`src/assert_macros.svh`:
```
// Assertion macros shared by the heap controller and datapath.
// Each macro expects signals named clock and reset in the using module.
`ifndef ASSERT_MACROS_SVH
`define ASSERT_MACROS_SVH

// Property that must hold at every clock edge outside reset
`define ASSERT_ALWAYS(lbl, expr, msg) \
   lbl: assert property (@(posedge clock) disable iff (reset) (expr)) \
      else $error(msg);

// Same-cycle implication
`define ASSERT_IMPLIES(lbl, ante, cons, msg) \
   lbl: assert property (@(posedge clock) disable iff (reset) (ante) |-> (cons)) \
      else $error(msg);

// Next-cycle implication
`define ASSERT_NEXT(lbl, ante, cons, msg) \
   lbl: assert property (@(posedge clock) disable iff (reset) (ante) |=> (cons)) \
      else $error(msg);

`endif

```
`src/knch_pkg.sv`:
```
// Package for the k-nearest candidate heap: opcodes, status codes and the
// command/status structs between controller and datapath. No dependencies.
`timescale 1ns / 1ps

package knch_pkg;

   // request opcodes
   localparam logic [1:0] OP_INSERT = 2'd0;
   localparam logic [1:0] OP_READ   = 2'd1;
   localparam logic [1:0] OP_CLEAR  = 2'd2;

   // response status codes
   localparam logic [2:0] ST_INSERTED = 3'd0;
   localparam logic [2:0] ST_REPLACED = 3'd1;
   localparam logic [2:0] ST_REJECTED = 3'd2;
   localparam logic [2:0] ST_READ_OK  = 3'd3;
   localparam logic [2:0] ST_READ_OUT = 3'd4;
   localparam logic [2:0] ST_CLEARED  = 3'd5;

   // capacity after reset
   localparam logic [6:0] CAP_RESET = 7'd64;

   // controller -> datapath
   typedef struct packed {
      logic       load;        // capture request payload
      logic       grow;        // open tail hole, bump fill count
      logic       clear;       // empty the heap
      logic       rd_head;     // read heap position 0
      logic       rd_pos;      // read requested position
      logic       up_rd;       // read parent of hole
      logic       up_move;     // parent moves down into hole
      logic       hd_take;     // take head slot, start sift down
      logic       dn_rd;       // read both children of hole
      logic       dn_move;     // larger child moves up into hole
      logic       fin_wr;      // place new entry and its record
      logic       rec_rd;      // read record of slot just read
      logic       set_status;
      logic [2:0] status;
      logic       emit;        // load response register
   } knch_cmd_type;

   // datapath -> controller
   typedef struct packed {
      logic [1:0] opcode;
      logic       grow;        // heap below capacity
      logic       fill_zero;
      logic       pos_ok;
      logic       up_more;     // new distance above parent
      logic       up_root_zero;
      logic       head_less;   // new distance below head
      logic       has_kid;
      logic       dn_less;     // new distance below larger child
      logic       rsp_free;
   } knch_stat_type;

endpackage

```
`src/knch_ctrl.sv`:
```
// Controller FSM of the candidate heap: sequences insert, sift, read, clear.
// Depends on knch_pkg and assert_macros.svh.
`timescale 1ns / 1ps
`include "assert_macros.svh"

module knch_ctrl (
   input  logic                   clock,
   input  logic                   reset,
   input  logic                   req_valid,
   output logic                   req_ready,
   input  knch_pkg::knch_stat_type stat,
   output knch_pkg::knch_cmd_type  cmd
);

   typedef enum logic [9:0] {
      S_IDLE    = 10'b00_0000_0001,
      S_DECODE  = 10'b00_0000_0010,
      S_UP_RD   = 10'b00_0000_0100,
      S_UP_EV   = 10'b00_0000_1000,
      S_HEAD_EV = 10'b00_0001_0000,
      S_DN_RD   = 10'b00_0010_0000,
      S_DN_EV   = 10'b00_0100_0000,
      S_FIN     = 10'b00_1000_0000,
      S_RD_SLOT = 10'b01_0000_0000,
      S_RESP    = 10'b10_0000_0000
   } state_type;

   state_type state_ff, state_in;

   assign req_ready = (state_ff == S_IDLE);

   // next state and commands
   always_comb begin
      state_in = state_ff;
      cmd      = '0;
      unique case (state_ff)
         S_IDLE: begin
            if (req_valid) begin
               cmd.load = 1'b1;
               state_in = S_DECODE;
            end
         end
         S_DECODE: begin
            cmd.set_status = 1'b1;
            unique case (stat.opcode)
               knch_pkg::OP_INSERT: begin
                  if (stat.grow) begin
                     cmd.grow   = 1'b1;
                     cmd.status = knch_pkg::ST_INSERTED;
                     state_in   = stat.fill_zero ? S_FIN : S_UP_RD;
                  end else if (stat.fill_zero) begin
                     cmd.status = knch_pkg::ST_REJECTED;
                     state_in   = S_RESP;
                  end else begin
                     cmd.rd_head    = 1'b1;
                     cmd.set_status = 1'b0;
                     state_in       = S_HEAD_EV;
                  end
               end
               knch_pkg::OP_READ: begin
                  if (stat.pos_ok) begin
                     cmd.rd_pos = 1'b1;
                     cmd.status = knch_pkg::ST_READ_OK;
                     state_in   = S_RD_SLOT;
                  end else begin
                     cmd.status = knch_pkg::ST_READ_OUT;
                     state_in   = S_RESP;
                  end
               end
               knch_pkg::OP_CLEAR: begin
                  cmd.clear  = 1'b1;
                  cmd.status = knch_pkg::ST_CLEARED;
                  state_in   = S_RESP;
               end
               default: begin
                  cmd.status = knch_pkg::ST_READ_OUT;
                  state_in   = S_RESP;
               end
            endcase
         end
         S_UP_RD: begin
            cmd.up_rd = 1'b1;
            state_in  = S_UP_EV;
         end
         S_UP_EV: begin
            if (stat.up_more) begin
               cmd.up_move = 1'b1;
               state_in    = stat.up_root_zero ? S_FIN : S_UP_RD;
            end else begin
               state_in = S_FIN;
            end
         end
         S_HEAD_EV: begin
            cmd.set_status = 1'b1;
            if (stat.head_less) begin
               cmd.hd_take = 1'b1;
               cmd.status  = knch_pkg::ST_REPLACED;
               state_in    = S_DN_RD;
            end else begin
               cmd.status = knch_pkg::ST_REJECTED;
               state_in   = S_RESP;
            end
         end
         S_DN_RD: begin
            if (stat.has_kid) begin
               cmd.dn_rd = 1'b1;
               state_in  = S_DN_EV;
            end else begin
               state_in = S_FIN;
            end
         end
         S_DN_EV: begin
            if (stat.dn_less) begin
               cmd.dn_move = 1'b1;
               state_in    = S_DN_RD;
            end else begin
               state_in = S_FIN;
            end
         end
         S_FIN: begin
            cmd.fin_wr = 1'b1;
            state_in   = S_RESP;
         end
         S_RD_SLOT: begin
            cmd.rec_rd = 1'b1;
            state_in   = S_RESP;
         end
         S_RESP: begin
            if (stat.rsp_free) begin
               cmd.emit = 1'b1;
               state_in = S_IDLE;
            end
         end
         default: state_in = S_IDLE;
      endcase
   end

   always_ff @(posedge clock) begin
      if (reset) begin
         state_ff <= S_IDLE;
      end else begin
         state_ff <= state_in;
      end
   end

   `ASSERT_NEXT(a_accept_decodes, (state_ff == S_IDLE) && req_valid, state_ff == S_DECODE, "accepted request did not go to decode")
   `ASSERT_NEXT(a_resp_returns, (state_ff == S_RESP) && stat.rsp_free, state_ff == S_IDLE, "response emitted but controller not idle")

endmodule

```
`config.mk`:
```
export PLATFORM = sky130hd
export DESIGN_NAME = knch_ctrl
export DESIGN_NICKNAME = d
export VERILOG_FILES = /design/src/knch_pkg.sv /design/src/knch_ctrl.sv
export VERILOG_INCLUDE_DIRS = /design/src /design/src/src
export SDC_FILE = /design/constraint.sdc
export NUM_CORES = 1
export LEC_CHECK = 0
export ABC_AREA = 1
export BUFFER_PORTS_ARGS = -buffer_cell sky130_fd_sc_hd__buf_2
export CAP_MARGIN = 10
export CORE_MARGIN = 2
export CORE_UTILIZATION = 49
export DETAILED_ROUTE_END_ITERATION = 16
export GPL_TIMING_DRIVEN = 0
export PLACE_DENSITY = 0.79
export SLEW_MARGIN = 20
export SYNTH_ARGS = -nofsm -noshare
export SYNTH_HDL_FRONTEND = slang
export SYNTH_SLANG_ARGS = --single-unit
export TNS_END_PERCENT = 100
```
`constraint.sdc`:
```
create_clock -name clock -period 1.5 [get_ports clock]
set_clock_uncertainty 0.1 [all_clocks]
set_input_delay 0.15 -clock clock [delete_from_list [all_inputs] [get_ports clock]]
set_output_delay 0.15 -clock clock [all_outputs]
set_load 0.01 [all_outputs]
```
# After elaboration in Yosys (flattened, before gate mapping)

Cells that the tools add are included.

Reduce and logical (&&, ||, !) cells: 3
Equality and inequality tests: 14
Multiplexer cells: 46

Operators by type and width:

| kind                                                                   | count |
|---|---|
| 10-bit case mux with 9 select lines                                    | 1 |
| 10-bit two-way mux                                                     | 6 |
| 8-bit two-way mux                                                      | 5 |
| 1-bit two-way mux                                                      | 26 |
| 10-bit case mux with 2 select lines                                    | 1 |
| 10-bit by 1-bit equality test with 1-bit output, second input constant | 1 |
| 10-bit equality test, second input constant                            | 1 |
| 10-bit by 2-bit equality test with 1-bit output, second input constant | 1 |
| 10-bit by 3-bit equality test with 1-bit output, second input constant | 1 |
| 10-bit by 4-bit equality test with 1-bit output, second input constant | 1 |
| 10-bit by 5-bit equality test with 1-bit output, second input constant | 1 |
| 10-bit by 6-bit equality test with 1-bit output, second input constant | 1 |
| 10-bit by 7-bit equality test with 1-bit output, second input constant | 1 |
| 10-bit by 8-bit equality test with 1-bit output, second input constant | 1 |
| 10-bit by 9-bit equality test with 1-bit output, second input constant | 1 |
| 3-bit case mux with 3 select lines                                     | 1 |
| 4-bit case mux with 2 select lines                                     | 1 |
| 2-bit two-way mux                                                      | 3 |
| 4-bit two-way mux                                                      | 1 |
| 2-bit != test, second input constant                                   | 2 |
| 3-bit two-way mux                                                      | 1 |
| 2-bit by 1-bit equality test with 1-bit output, second input constant  | 1 |
| 2-bit equality test, second input constant                             | 1 |
| 2-bit zero test                                                        | 1 |
| 2 further kinds                                                        | 2 |

Flip-flop bits (word level): 10
Input bits: 14
Logic and storage cells: 64
Output and inout bits: 18

# Logic depth before layout (Yosys ltp)

Gate-level depths: netlist of run 1.

Depth after elaboration: 4
Mapped depth: 9
Gate-level depth less buffers: 9

# Least setup slack after synthesis of run 1

Ideal clock, no wire load.

Path kind: reg-to-output
Start point: register state_ff[8]
End point: output port cmd[16] in the netlist's numbering
Data required time: 1250 ps
Arrival: 1143 ps
Setup slack: 107 ps
Stages on the path, launching flop included: 8
Buffers on the path: 0
Path through: dfxtp_1 -> nor2_4 -> inv_2 -> nor2_4 -> inv_1 -> nor3_2 -> inv_1 -> nor2_1

RTL lines:

| element                | RTL line         | source |
|---|---|---|
| from (decl)            | knch_ctrl.sv:28  | `state_type state_ff, state_in;` |
| from (signal assigned) | knch_ctrl.sv:142 | `state_ff <= state_in;` |
| to (decl)              | knch_ctrl.sv:12  | `output knch_pkg::knch_cmd_type cmd` |

==> metrics.txt, run 1 <==
run status complete, but fails checks; failing checks setup timing; Final HPWL DP 1760 microns; Num Clock Sinks 10; Largest Register state_ff; Min Clock Period, post-route 1800 ps; largest net degree at the start of global routing 11; vias post-DR 1193; Area Growth Syn to Fin 58.4%; number of DRC markers in iteration 0 29; crit path capture type output pin; power per cell area 475 mW/mm^2; #FFs+latches synth 10; initial core utilization 52.6%; HP Class in2reg; critical path class reg2out; drt wl/cell between 10 and 15 microns; Mapped Avg Cell Area 5.94 sq um; syn_nets ~170; PortBufs 30; CP Data Arrival Time 1550 ps; post-route ant nets 0; worst hold slack roughly 47 ps; final setup fails 22; # rows 15; root buffer cell clkbuf_4; RSZ-0062 raised after global routing yes; maximum VDD drop about 0.00044 V; WL final 3090 microns; Clock Path Buffers 2; fill count 101; yosys warns 0; Inserted Clock Buffers 3; first-pass GRT wire length 4080 microns; die height 47.1 microns; Worst Slack Setup Final -296 ps; CTS tree yes; DRC 0; Worst-path clk slew 70 ps; max reg flops 10; Die ar. 0.00221 sq mm; fmax 0.557 GHz; worst slack, placed -171 ps; Slew HR 66.5%; Synth cell types 22; crit path max fanout 6; final hold viol count 0; initial antenna violation count 0; Req. time, crit path 1250 ps; LEAKAGE 0.766 nW; Clock H-tree levels 1; top flop regs state_ff x10; worst-skew pair later-pin latency around 270 ps; GRT Total Usage 26.5%; Final nets 221; Cell Area, Synth 908 sq um; ANT cells 0; worst-margin pin slew approximately 500 ps; layout cells sized above 1 49.8%; Tcrit/Tclk final 120%; routed vias/inst 5.19; Final Slew Violations 0; Synth Instances 153; core area about 0.0017 sq mm; vias in the first global route 1067; Ports 32; DR pass1 iterations 4; CP Launch Type flop; routability cong. 0.881; Die Wd approximately 47 microns; post-synthesis sequential area ratio 22.0%; max capacitance violation total 0; grt total ovfl 0
## worst max-delay path: stages (launching register included)
cell      delay, ps
dfxtp_2         330
nor2_4          150
inv_4            70
nor2_4          110
nand2_4          90
inv_2            50
nand4_1         170
nand3b_1        160
buf_2           140
## stage by stage
step	area [sq um]	TNS, ps	instances	power, mW	util, %
final	1440	-3810	230	0.683	83.3
after global routing	1440	-5420	230	0.714	83.3
after CTS	1290	-3140	224	0.649	74.8
after detailed placement	1090	-428	208	0.435	63.1
after global placement	1090	-390	208	0.431	63.1
after floorplan	908	0	153	0.385	-
## power by group
part | leakage, nW | internal, mW | switching, mW
logic | 0.667 | 0.0858 | 0.135
registers | 0.0847 | 0.269 | 0.00480
clock network | 0.0138 | 0.0927 | 0.0953
total | 0.766 | 0.447 | 0.235
## path summary, 6_finish.rpt
check | start | to | cells after the start | slack, ps
max | state_ff[8]$_SDFFE_PP0P_ | cmd[1] | 8 | -300
min | stat[1] | state_ff[5]$_SDFFE_PP0P_ | 3 | 50
max reg2reg | state_ff[6]$_SDFFE_PP0P_ | state_ff[0]$_SDFFE_PP1P_ | 10 | -140
min reg2reg | state_ff[2]$_SDFFE_PP0P_ | state_ff[3]$_SDFFE_PP0P_ | 4 | 630
## cell usage after synthesis (all sizes together)
| cell | number | area, sq um |
|---|---|---|
| nand2 | 32 | 138 |
| o21ai | 1 | 5.00 |
| nor2 | 32 | 165 |
| buf | 2 | 15.0 |
| nor3 | 8 | 61.3 |
| dfxtp | 10 | 200 |
| nor4 | 3 | 33.8 |
| o21bai | 1 | 7.51 |
| nand3 | 16 | 80.1 |
| inv | 38 | 143 |
| a21oi | 4 | 20.0 |
| nand3b | 2 | 15.0 |
| nand4 | 4 | 25.0 |
## kinds of logic (layout without fill, tap and decap cells)
kind of cell,count (synthesis),in the layout,synth area share (%)
AOI/OAI and AO/OA,6,6,3.58
buffers and inverters,40,92,17.4
and+or+nand+nor,97,97,57.0
DFF,10,10,22.0
## placed cells by master, fill, tap and decap left out
master / count
nand4_1: 4
dfxtp_2: 4
clkbuf_4: 3
nand3b_1: 2
buf_2: 28
buf_6: 7
nor4_4: 2
inv_2: 6
nand2_1: 21
nand3_1: 15
buf_4: 15
nor3_4: 4
inv_1: 30
inv_4: 2
nor2_2: 5
a21oi_1: 4
nand2_4: 6
nand3_2: 1
nor2_4: 11
o21bai_1: 1
nor4_1: 1
buf_1: 1
nor3_2: 1
dfxtp_1: 4
nor2_1: 16
nor3_1: 3
nand2_2: 5
dfxtp_4: 2
o21ai_1: 1
## per-layer routing
metal	track usage, %	part of all wire, %
met5	0	0
met4	13.3	2.3
met3	3.46	5.7
met2	48.8	53
met1	29.6	39
## cell type report
type | instances | area [sq um] | area share, %
well taps | 25 | 31.3 | 2.17
clock buffers | 3 | 22.5 | 1.57
multi-input cells | 103 | 689 | 47.9
flip-flops and latches | 10 | 213 | 14.8
plain buffers | 2 | 15.0 | 1.04
inverters | 38 | 148 | 10.3
repair buffers | 49 | 320 | 22.3
## repair_timing
| action | in CTS | in global routing |
|---|---|---|
| setup buffers | 13 | 8 |
| hold buffers | 0 | 0 |
| endpoints found under the setup margin | 20 | 25 |
| gates resized for setup | 22 | 38 |
| pin swaps | 10 | 16 |
Power figures use the tool's default switching activity.
==> run 2, diff against run 1 <==
--- a/config.mk
+++ b/config.mk
@@ -14,6 +14,7 @@
 export DETAILED_ROUTE_END_ITERATION = 16
 export GPL_TIMING_DRIVEN = 0
 export PLACE_DENSITY = 0.79
+export SETUP_SLACK_MARGIN = 0.2
 export SLEW_MARGIN = 20
 export SYNTH_ARGS = -nofsm -noshare
 export SYNTH_HDL_FRONTEND = slang
==> metrics.txt, run 2 (synthesis gave the netlist of run 1 again) <==
Die Wd 47.1 microns (unchanged); clock power share 26.8% (-0.7 points); Slew HR 67.2% (+0.69 points); routed vias/inst 5.39 (+3.8%); Clock Path Buffers 2 (unchanged); Util after Layout 89.3% (+5.9 points); final hold viol count 0 (unchanged); largest net degree at the start of global routing 11 (unchanged); DR pass1 iterations 5 (+1); Clock H-tree levels 1 (unchanged); Net Sw Frac 36.5% (+2.0 points); drt wl/cell 14.8 microns (+10%); Final nets 222 (+0.45%); PortBufs 30 (unchanged); Final HPWL DP 1760 microns (about the same); Worst-path clk slew 70 ps (about the same); worst r2r dst state_ff[4]$_SDFFE_PP0P_; hold path depth 3 (unchanged); reg2reg start state_ff[9]$_SDFFE_PP0P_; P_int 465 uW (+3.8%); initial core utilization 52.6% (unchanged); crit path max fanout 6 (unchanged); WL final 3430 microns (+11%); worst slack, placed -164 ps (+6.35 ps); HP Class in2reg; first-pass GRT wire length 3910 microns (-4.2%); # hold bufs at CTS 0 (unchanged); initial antenna violation count 0 (unchanged); vias in the first global route 1001 (-6.2%); r2r worst-path depth 13 (+3); max capacitance violation total 0 (unchanged); number of DRC markers in iteration 0 48 (+66%); most frequent cells in the layout inv_1, buf_2, nand2_1; CTS tree yes; die height 47.1 microns (unchanged); Worst Hold End state_ff[5]$_SDFFE_PP0P_; cell mode on critical path nor2_4; failing checks setup timing; max reg flops 10 (unchanged); Area Growth Syn to Fin 69.7%; ANT cells 0 (unchanged); hold_sp stat[1]; grt total ovfl 0 (unchanged); CP max stage delay 340 ps (about the same); layout cells sized above 1 57.8% (+8.0 points); Worst Slack Setup Final -369 ps (-72.9 ps); overall power 731 uW (+7.1%); Largest Register state_ff; most common cell after layout, fill and taps aside inv_1; core area 0.00173 sq mm (unchanged); DRC 0 (unchanged); Num Clock Sinks 10 (unchanged); Inserted Clock Buffers 3 (unchanged); flop-to-flop setup slack -250 ps (-110 ps); fmax 0.535 GHz (-3.9%); crit path capture type output pin; NetSw 267 uW (+13%); share of power burned in registers 38.1% (-2.0 points); Worst Setup SP state_ff[8]$_SDFFE_PP0P_; final setup fails 24 (+9.1%); worst-skew pair later-pin latency 280 ps (about the same); Req. time, crit path 1250 ps (about the same); post-route ant nets 0 (unchanged); LEAKAGE 0.792 nW (+3.5%); GRT Total Usage 25.2% (-1.4 points); Comb power frac 35.0% (+2.6 points); critical path's slowest cell dfxtp_2; CP Data Arrival Time 1620 ps (+70 ps); Critical Path, Cell by Cell nor2_4 > inv_4 > nor2_4 > nand2_4 > buf_4 > nor4_4 > buf_2; Tcrit/Tclk final 125% (+4.9 points); run status complete, but fails checks; top flop regs state_ff x10; power per cell area 474 mW/mm^2 (about the same); critical path class reg2out; routability cong. 0.819 (-7.0%); vias post-DR 1244 (+4.3%); Min Clock Period, post-route 1870 ps (+72.9 ps); Final Slew Violations 0 (unchanged); root buffer cell clkbuf_4; Die ar. 0.00221 sq mm (unchanged); Ports 32 (unchanged); worst-margin pin slew 492 ps (-5.82 ps); # rows 15 (unchanged); CP Launch Type flop; maximum VDD drop 0.000476 V (+7.1%); RSZ-0062 raised after global routing yes
## run 2: worst max path at each step
stage | end | depth (start not counted)
3_3_place_gp | cmd[1] | 6
2_1_floorplan | state_ff[3]$_SDFFE_PP0P_ | 5
3_5_place_dp | cmd[1] | 6
5_1_grt | cmd[2] | 8
4_1_cts | cmd[2] | 8
6_report | cmd[13] | 7
## run 2: cell type report
type / count / area [sq um]
Tap cell: 25 / 31.3
Multi-Input combinational cell: 103 / 774
Clock buffer: 3 / 22.5
Inverter: 38 / 148
Timing Repair Buffer: 50 / 333
Fill cell: 85 / 185
Sequential cell: 10 / 214
Buffer: 2 / 18.8
## run 2: critical path, delay by kind of cell, from the launching register on
family / cells / cell delay (ps)
DFF: 1 / 340
and+or+nand+nor: 4 / 580
buffers and inverters: 3 / 420
## run 2: routing by layer
metal / global-route usage (%) / vias to the layer above / routed length, microns
li1: - / 583 / -
met1: 29.1 / 569 / 1240
met2: 47.4 / 74 / 1810
met3: 1.15 / 18 / 228
met4: 11.1 / 0 / 145
met5: 0 / - / 0
## run 2: power groups by stage
| stage | Combinational (mW) | Sequential (mW) | Clock (mW) |
|---|---|---|---|
| floorplan | 0.109 | 0.282 | 0 |
| global placement | 0.155 | 0.283 | 0 |
| detailed placement | 0.159 | 0.283 | 0 |
| CTS | 0.191 | 0.276 | 0.180 |
| global route | 0.274 | 0.279 | 0.202 |
| finish | 0.256 | 0.279 | 0.196 |
## run 2: what timing repair did
item                       4_1_cts  5_1_grt
pin swaps                       12       26
gates resized for setup         23       51
setup endpoints to repair       26       28
buffers inserted                11        9
## run 2: through the flow
step / hold slack [ps] / std cells / area (sq um) / setup TNS, ps
2_1_floorplan: 191 / 153 / 928 / 0
3_3_place_gp: 314 / 208 / 1110 / -374
3_5_place_dp: 335 / 208 / 1110 / -427
4_1_cts: 65.7 / 222 / 1290 / -3190
5_1_grt: 46.9 / 231 / 1540 / -6560
6_report: 38.4 / 231 / 1540 / -5080
==> run 3, diff against run 2 <==
--- a/config.mk
+++ b/config.mk
@@ -6,14 +6,13 @@
 export SDC_FILE = /design/constraint.sdc
 export NUM_CORES = 1
 export LEC_CHECK = 0
-export ABC_AREA = 1
-export BUFFER_PORTS_ARGS = -buffer_cell sky130_fd_sc_hd__buf_2
 export CAP_MARGIN = 10
 export CORE_MARGIN = 2
-export CORE_UTILIZATION = 49
+export CORE_UTILIZATION = 60
 export DETAILED_ROUTE_END_ITERATION = 16
+export DONT_BUFFER_PORTS = 1
 export GPL_TIMING_DRIVEN = 0
-export PLACE_DENSITY = 0.79
+export PLACE_DENSITY = 0.76
 export SETUP_SLACK_MARGIN = 0.2
 export SLEW_MARGIN = 20
 export SYNTH_ARGS = -nofsm -noshare
==> metrics.txt, run 3 <==
asr flop ratio synth 0% (unchanged); top-count cell post-synth dfxtp_1; # rows 13 (-2); Inserted Clock Buffers 3 (unchanged); Die Wd 41.3 microns (-12%); number of flops mapped to enable cells by yosys 0 (unchanged); Cell Area, Synth 835 sq um (-8.1%); Post-Synth Adder-Cell Area 1.35% (+1.3 points); post_cts resized 37 (+61%); Post-Synth XOR/XNOR Area 2.10% (+2.1 points); Synth Instances 109 (-29%); area leader, netlist dfxtp_1; Synth cell types 42 (+91%); root buffer cell clkbuf_4; Final HPWL DP 1750 microns (-0.57%); Error [ERROR DPL-0038] Utilization greater than 100%, impossible to legalize; routability cong. 0.825 (+0.65%); # hold bufs at CTS 6 (+6); PortBufs 0 (-100%); #FFs+latches synth 10 (unchanged); Clock Path Buffers 2 (unchanged); # Post-CTS Setup Buffers 23 (+12); simple-gate share of the synthesized area 46.5% (-11 points); most instantiated cells after synthesis dfxtp_1, inv_1, nor2_1; Stopped at clock tree synthesis (4_1_cts); post-synthesis sequential area ratio 24.0% (+1.9 points); Num Clock Sinks 10 (unchanged); most common flop cell mapped by yosys dfxtp_1; largest family of logic cells by synthesized area simple AND/OR/NAND/NOR gates; multiplexer area fraction after synthesis 0% (unchanged); initial core utilization 64.1% (+12 points); die height 41.3 microns (-12%); Mapped Avg Cell Area 7.66 sq um (+29%); synth top area cells dfxtp_1, inv_1, nand4_1; syn_nets 123 (-26%); worst slack, placed -399 ps (-235 ps); complex-gate fraction of the synthesized area 18.7% (+15 points); Ports 32 (unchanged); Clock H-tree levels 1 (unchanged); Yosys top cell area share 24.0% (+1.9 points); yosys warns 0 (unchanged); run status did not finish
-- run 3: cell count changes after synthesis, sizes merged, moves of 3 or more --
cell / previous run / this run
nand3: 16 / 4
o21ai: 1 / 6
nor2: 32 / 8
nor2b: 0 / 5
and3: 0 / 4
nor4: 3 / 6
inv: 38 / 9
nand2: 32 / 5
-- run 3: metrics by stage --
| step | util [%] | instances | hold slack [ps] | cell area, sq um |
|---|---|---|---|---|
| after floorplan | - | 109 | 192 | 993 |
| after global placement | 77.8 | 124 | 210 | 1010 |
| after detailed placement | 77.8 | 124 | 207 | 1010 |
-- run 3: logic make-up after synthesis --
| logic type | count (synthesis) |
|---|---|
| fa+ha+maj | 1 |
| xor+xnor | 2 |
| flops | 10 |
| simple gates | 59 |
| buf+inv | 14 |
| compound gates | 23 |
==> run 4, diff against run 3 <==
--- a/config.mk
+++ b/config.mk
@@ -7,13 +7,12 @@
 export NUM_CORES = 1
 export LEC_CHECK = 0
 export CAP_MARGIN = 10
-export CORE_MARGIN = 2
-export CORE_UTILIZATION = 60
+export CORE_AREA = 2 2 63 65
 export DETAILED_ROUTE_END_ITERATION = 16
+export DIE_AREA = 0 0 65 67
 export DONT_BUFFER_PORTS = 1
 export GPL_TIMING_DRIVEN = 0
-export PLACE_DENSITY = 0.76
-export SETUP_SLACK_MARGIN = 0.2
+export PLACE_DENSITY_LB_ADDON = 0.15
 export SLEW_MARGIN = 20
 export SYNTH_ARGS = -nofsm -noshare
 export SYNTH_HDL_FRONTEND = slang
==> metrics.txt, run 4 <==
Final nets 158; RSZ-0062 raised after global routing yes; Clock Path Buffers 2 (unchanged); P_int 641 uW; final setup fails 28; worst hold slack -1.84 ps; PortBufs 0 (unchanged); worst-skew pair later-pin latency about 240 ps; cell family with most CP delay simple AND/OR/NAND/NOR gates; Util after Layout 42.5%; most common flop cell mapped by yosys dfxtp_1; Post-Synth Adder-Cell Area 1.35% (unchanged); Die Wd 65 microns (+57%); max capacitance violation total 0; largest net degree at the start of global routing 11; HP Class in2reg; Yosys top cell area share 24.0% (unchanged); fin cells ~190; grt total ovfl 0; Clock H-tree levels 1 (unchanged); top-count cell post-synth dfxtp_1; post-route ant nets 0; Mapped Avg Cell Area 7.66 sq um (unchanged); multiplexer area fraction after synthesis 0% (unchanged); worst-margin pin slew 737 ps; post-synthesis sequential area ratio 24.0% (unchanged); asr flop ratio synth 0% (unchanged); synth top area cells dfxtp_1, inv_1, nand4_1; ANT cells 0; run status complete, but fails checks; Num Clock Sinks 10 (unchanged); #FFs+latches synth 10 (unchanged); critical path's slowest cell nor4_4; CP Data Arrival Time approximately 1700 ps; Post-Synth XOR/XNOR Area 2.10% (unchanged); root buffer cell clkbuf_8; Net Sw Frac 28.5%; DR pass1 iterations 4; yosys warns 0 (unchanged); WL final about 3300 microns; most instantiated cells after synthesis dfxtp_1, inv_1, nor2_1; core area between 0.003 and 0.004 sq mm; Synth cell types 42 (unchanged); Tcrit/Tclk final 127%; Req. time, crit path approximately 1300 ps; failing checks hold timing, setup timing; CTS tree yes; initial antenna violation count 0; vias in the first global route slightly above 1000; maximum VDD drop 0.000214 V; routability cong. 0.753 (-8.7%); CP max stage delay 390 ps; top flop regs state_ff x10; WP buf/inv 1; first-pass GRT wire length 4860 microns; vias post-DR between 900 and 1000; area leader, netlist dfxtp_1; Cells after DPL 157 (+27%); most common cell after layout, fill and taps aside buf_4; simple-gate share of the synthesized area 46.5% (unchanged); syn_nets 123 (unchanged); number of DRC markers in iteration 0 42; critical path class reg2out; Largest Register state_ff; Area Growth Syn to Fin 83.8%; Worst-path clk slew 60 ps; Slew HR slightly above 50%; share of power burned in registers a little under a third; Min Clock Period, post-route 1900 ps; Inserted Clock Buffers 3 (unchanged); die height 67 microns (+62%); fmax 0.527 GHz; crit path capture type output pin; complex-gate fraction of the synthesized area 18.7% (unchanged); LEAKAGE roughly 0.57 nW; Ports 32 (unchanged); CP Launch Type flop; power per cell area a little under 600 mW/mm^2; layout cells sized above 1 60.8%; drt wl/cell 17.1 microns; initial core utilization 23.1% (-41 points); GRT Total Usage 14.8%; # rows 22 (+9); Die ar. 0.00436 sq mm; Cell Area, Synth 835 sq um (unchanged); crit path max fanout 4; Comb power frac 29.2%; largest family of logic cells by synthesized area simple AND/OR/NAND/NOR gates; final hold viol count 1; DRC 0; Final Slew Violations 0; clock power share about 39%; routed vias/inst 5.20; Worst Slack Setup Final -398 ps; Synth Instances 109 (unchanged); max reg flops 10; NetSw approximately 250 uW; Critical Path, Cell by Cell buf_6 > nor4_4 > nand4_1 > o32a_1 > nand2_2; Final HPWL DP 1970 microns (+13%); number of flops mapped to enable cells by yosys 0 (unchanged); most frequent cells in the layout buf_4, buf_6, inv_1
==> run 4: path summary, 6_finish.rpt <==
kind,startpoint,cells past startpoint,endpoint,slack [ps]
setup / recovery,state_ff[1]$_SDFFE_PP0P_,5,cmd[2],-400
hold / removal,stat[4],2,state_ff[2]$_SDFFE_PP0P_,-2
setup reg to reg,state_ff[9]$_SDFFE_PP0P_,5,state_ff[0]$_SDFFE_PP1P_,-400
hold reg to reg,state_ff[6]$_SDFFE_PP0P_,3,state_ff[9]$_SDFFE_PP0P_,520
==> run 4: routing by layer <==
metal  GRT usage, %  vias to the layer above  part of all wire [%]
met2           26.2                       32                    50
met4           5.05                        0                  0.80
met3           3.04                        2                   5.3
li1               -                      482                     -
met1           17.6                      477                    44
met5              0                        -                     0
==> run 4: kinds of logic (layout without fill, tap and decap cells) <==
group | count (synthesis) | after routing
and+or+nand+nor | 59 | 59
xor gates and xnor gates | 2 | 2
adders and majority gates | 1 | 1
DFF | 10 | 10
buffers and inverters | 14 | 48
AOI/OAI and AO/OA | 23 | 23
==> run 4: per-stage QoR <==
step | worst slack [ps] | total power, mW | hold WS (ps) | cell area [sq um] | TNS, ps
floorplan | -200 | 0.373 | 200 | 873 | -1560
global placement | -523 | 0.392 | 222 | 933 | -6320
detailed placement | -544 | 0.393 | 221 | 933 | -6700
CTS | -412 | 0.832 | 0.294 | 1350 | -7980
global route | -474 | 0.935 | 9.51 | 1530 | -10100
finish | -398 | 0.895 | -1.84 | 1530 | -8570
==> run 4: power groups by stage <==
stage | Combinational, mW | Clock [mW] | Sequential [mW]
floorplan | 0.0835 | 0 | 0.289
finish | 0.262 | 0.349 | 0.284
global route | 0.276 | 0.373 | 0.285
CTS | 0.194 | 0.353 | 0.285
detailed placement | 0.0999 | 0 | 0.293
global placement | 0.0995 | 0 | 0.293
==> run 4: final cells by class <==
cell class,count,area [sq um]
sequential,10,211
multi-input combinational,85,851
inverter,9,33.8
tap,48,60.1
fill,327,2070
timing repair buffer,30,284
clock buffer,4,55.1
buffer,5,38.8
==> run 4: repair_timing <==
| action | 4_1_cts | 5_1_grt |
|---|---|---|
| resized for setup | 50 | 24 |
| setup buffers | 17 | 11 |
| hold endpoints to repair | 1 | 0 |
| hold buffers | 2 | 0 |
| pin swaps | 23 | 23 |
| setup endpoints to repair | 28 | 28 |
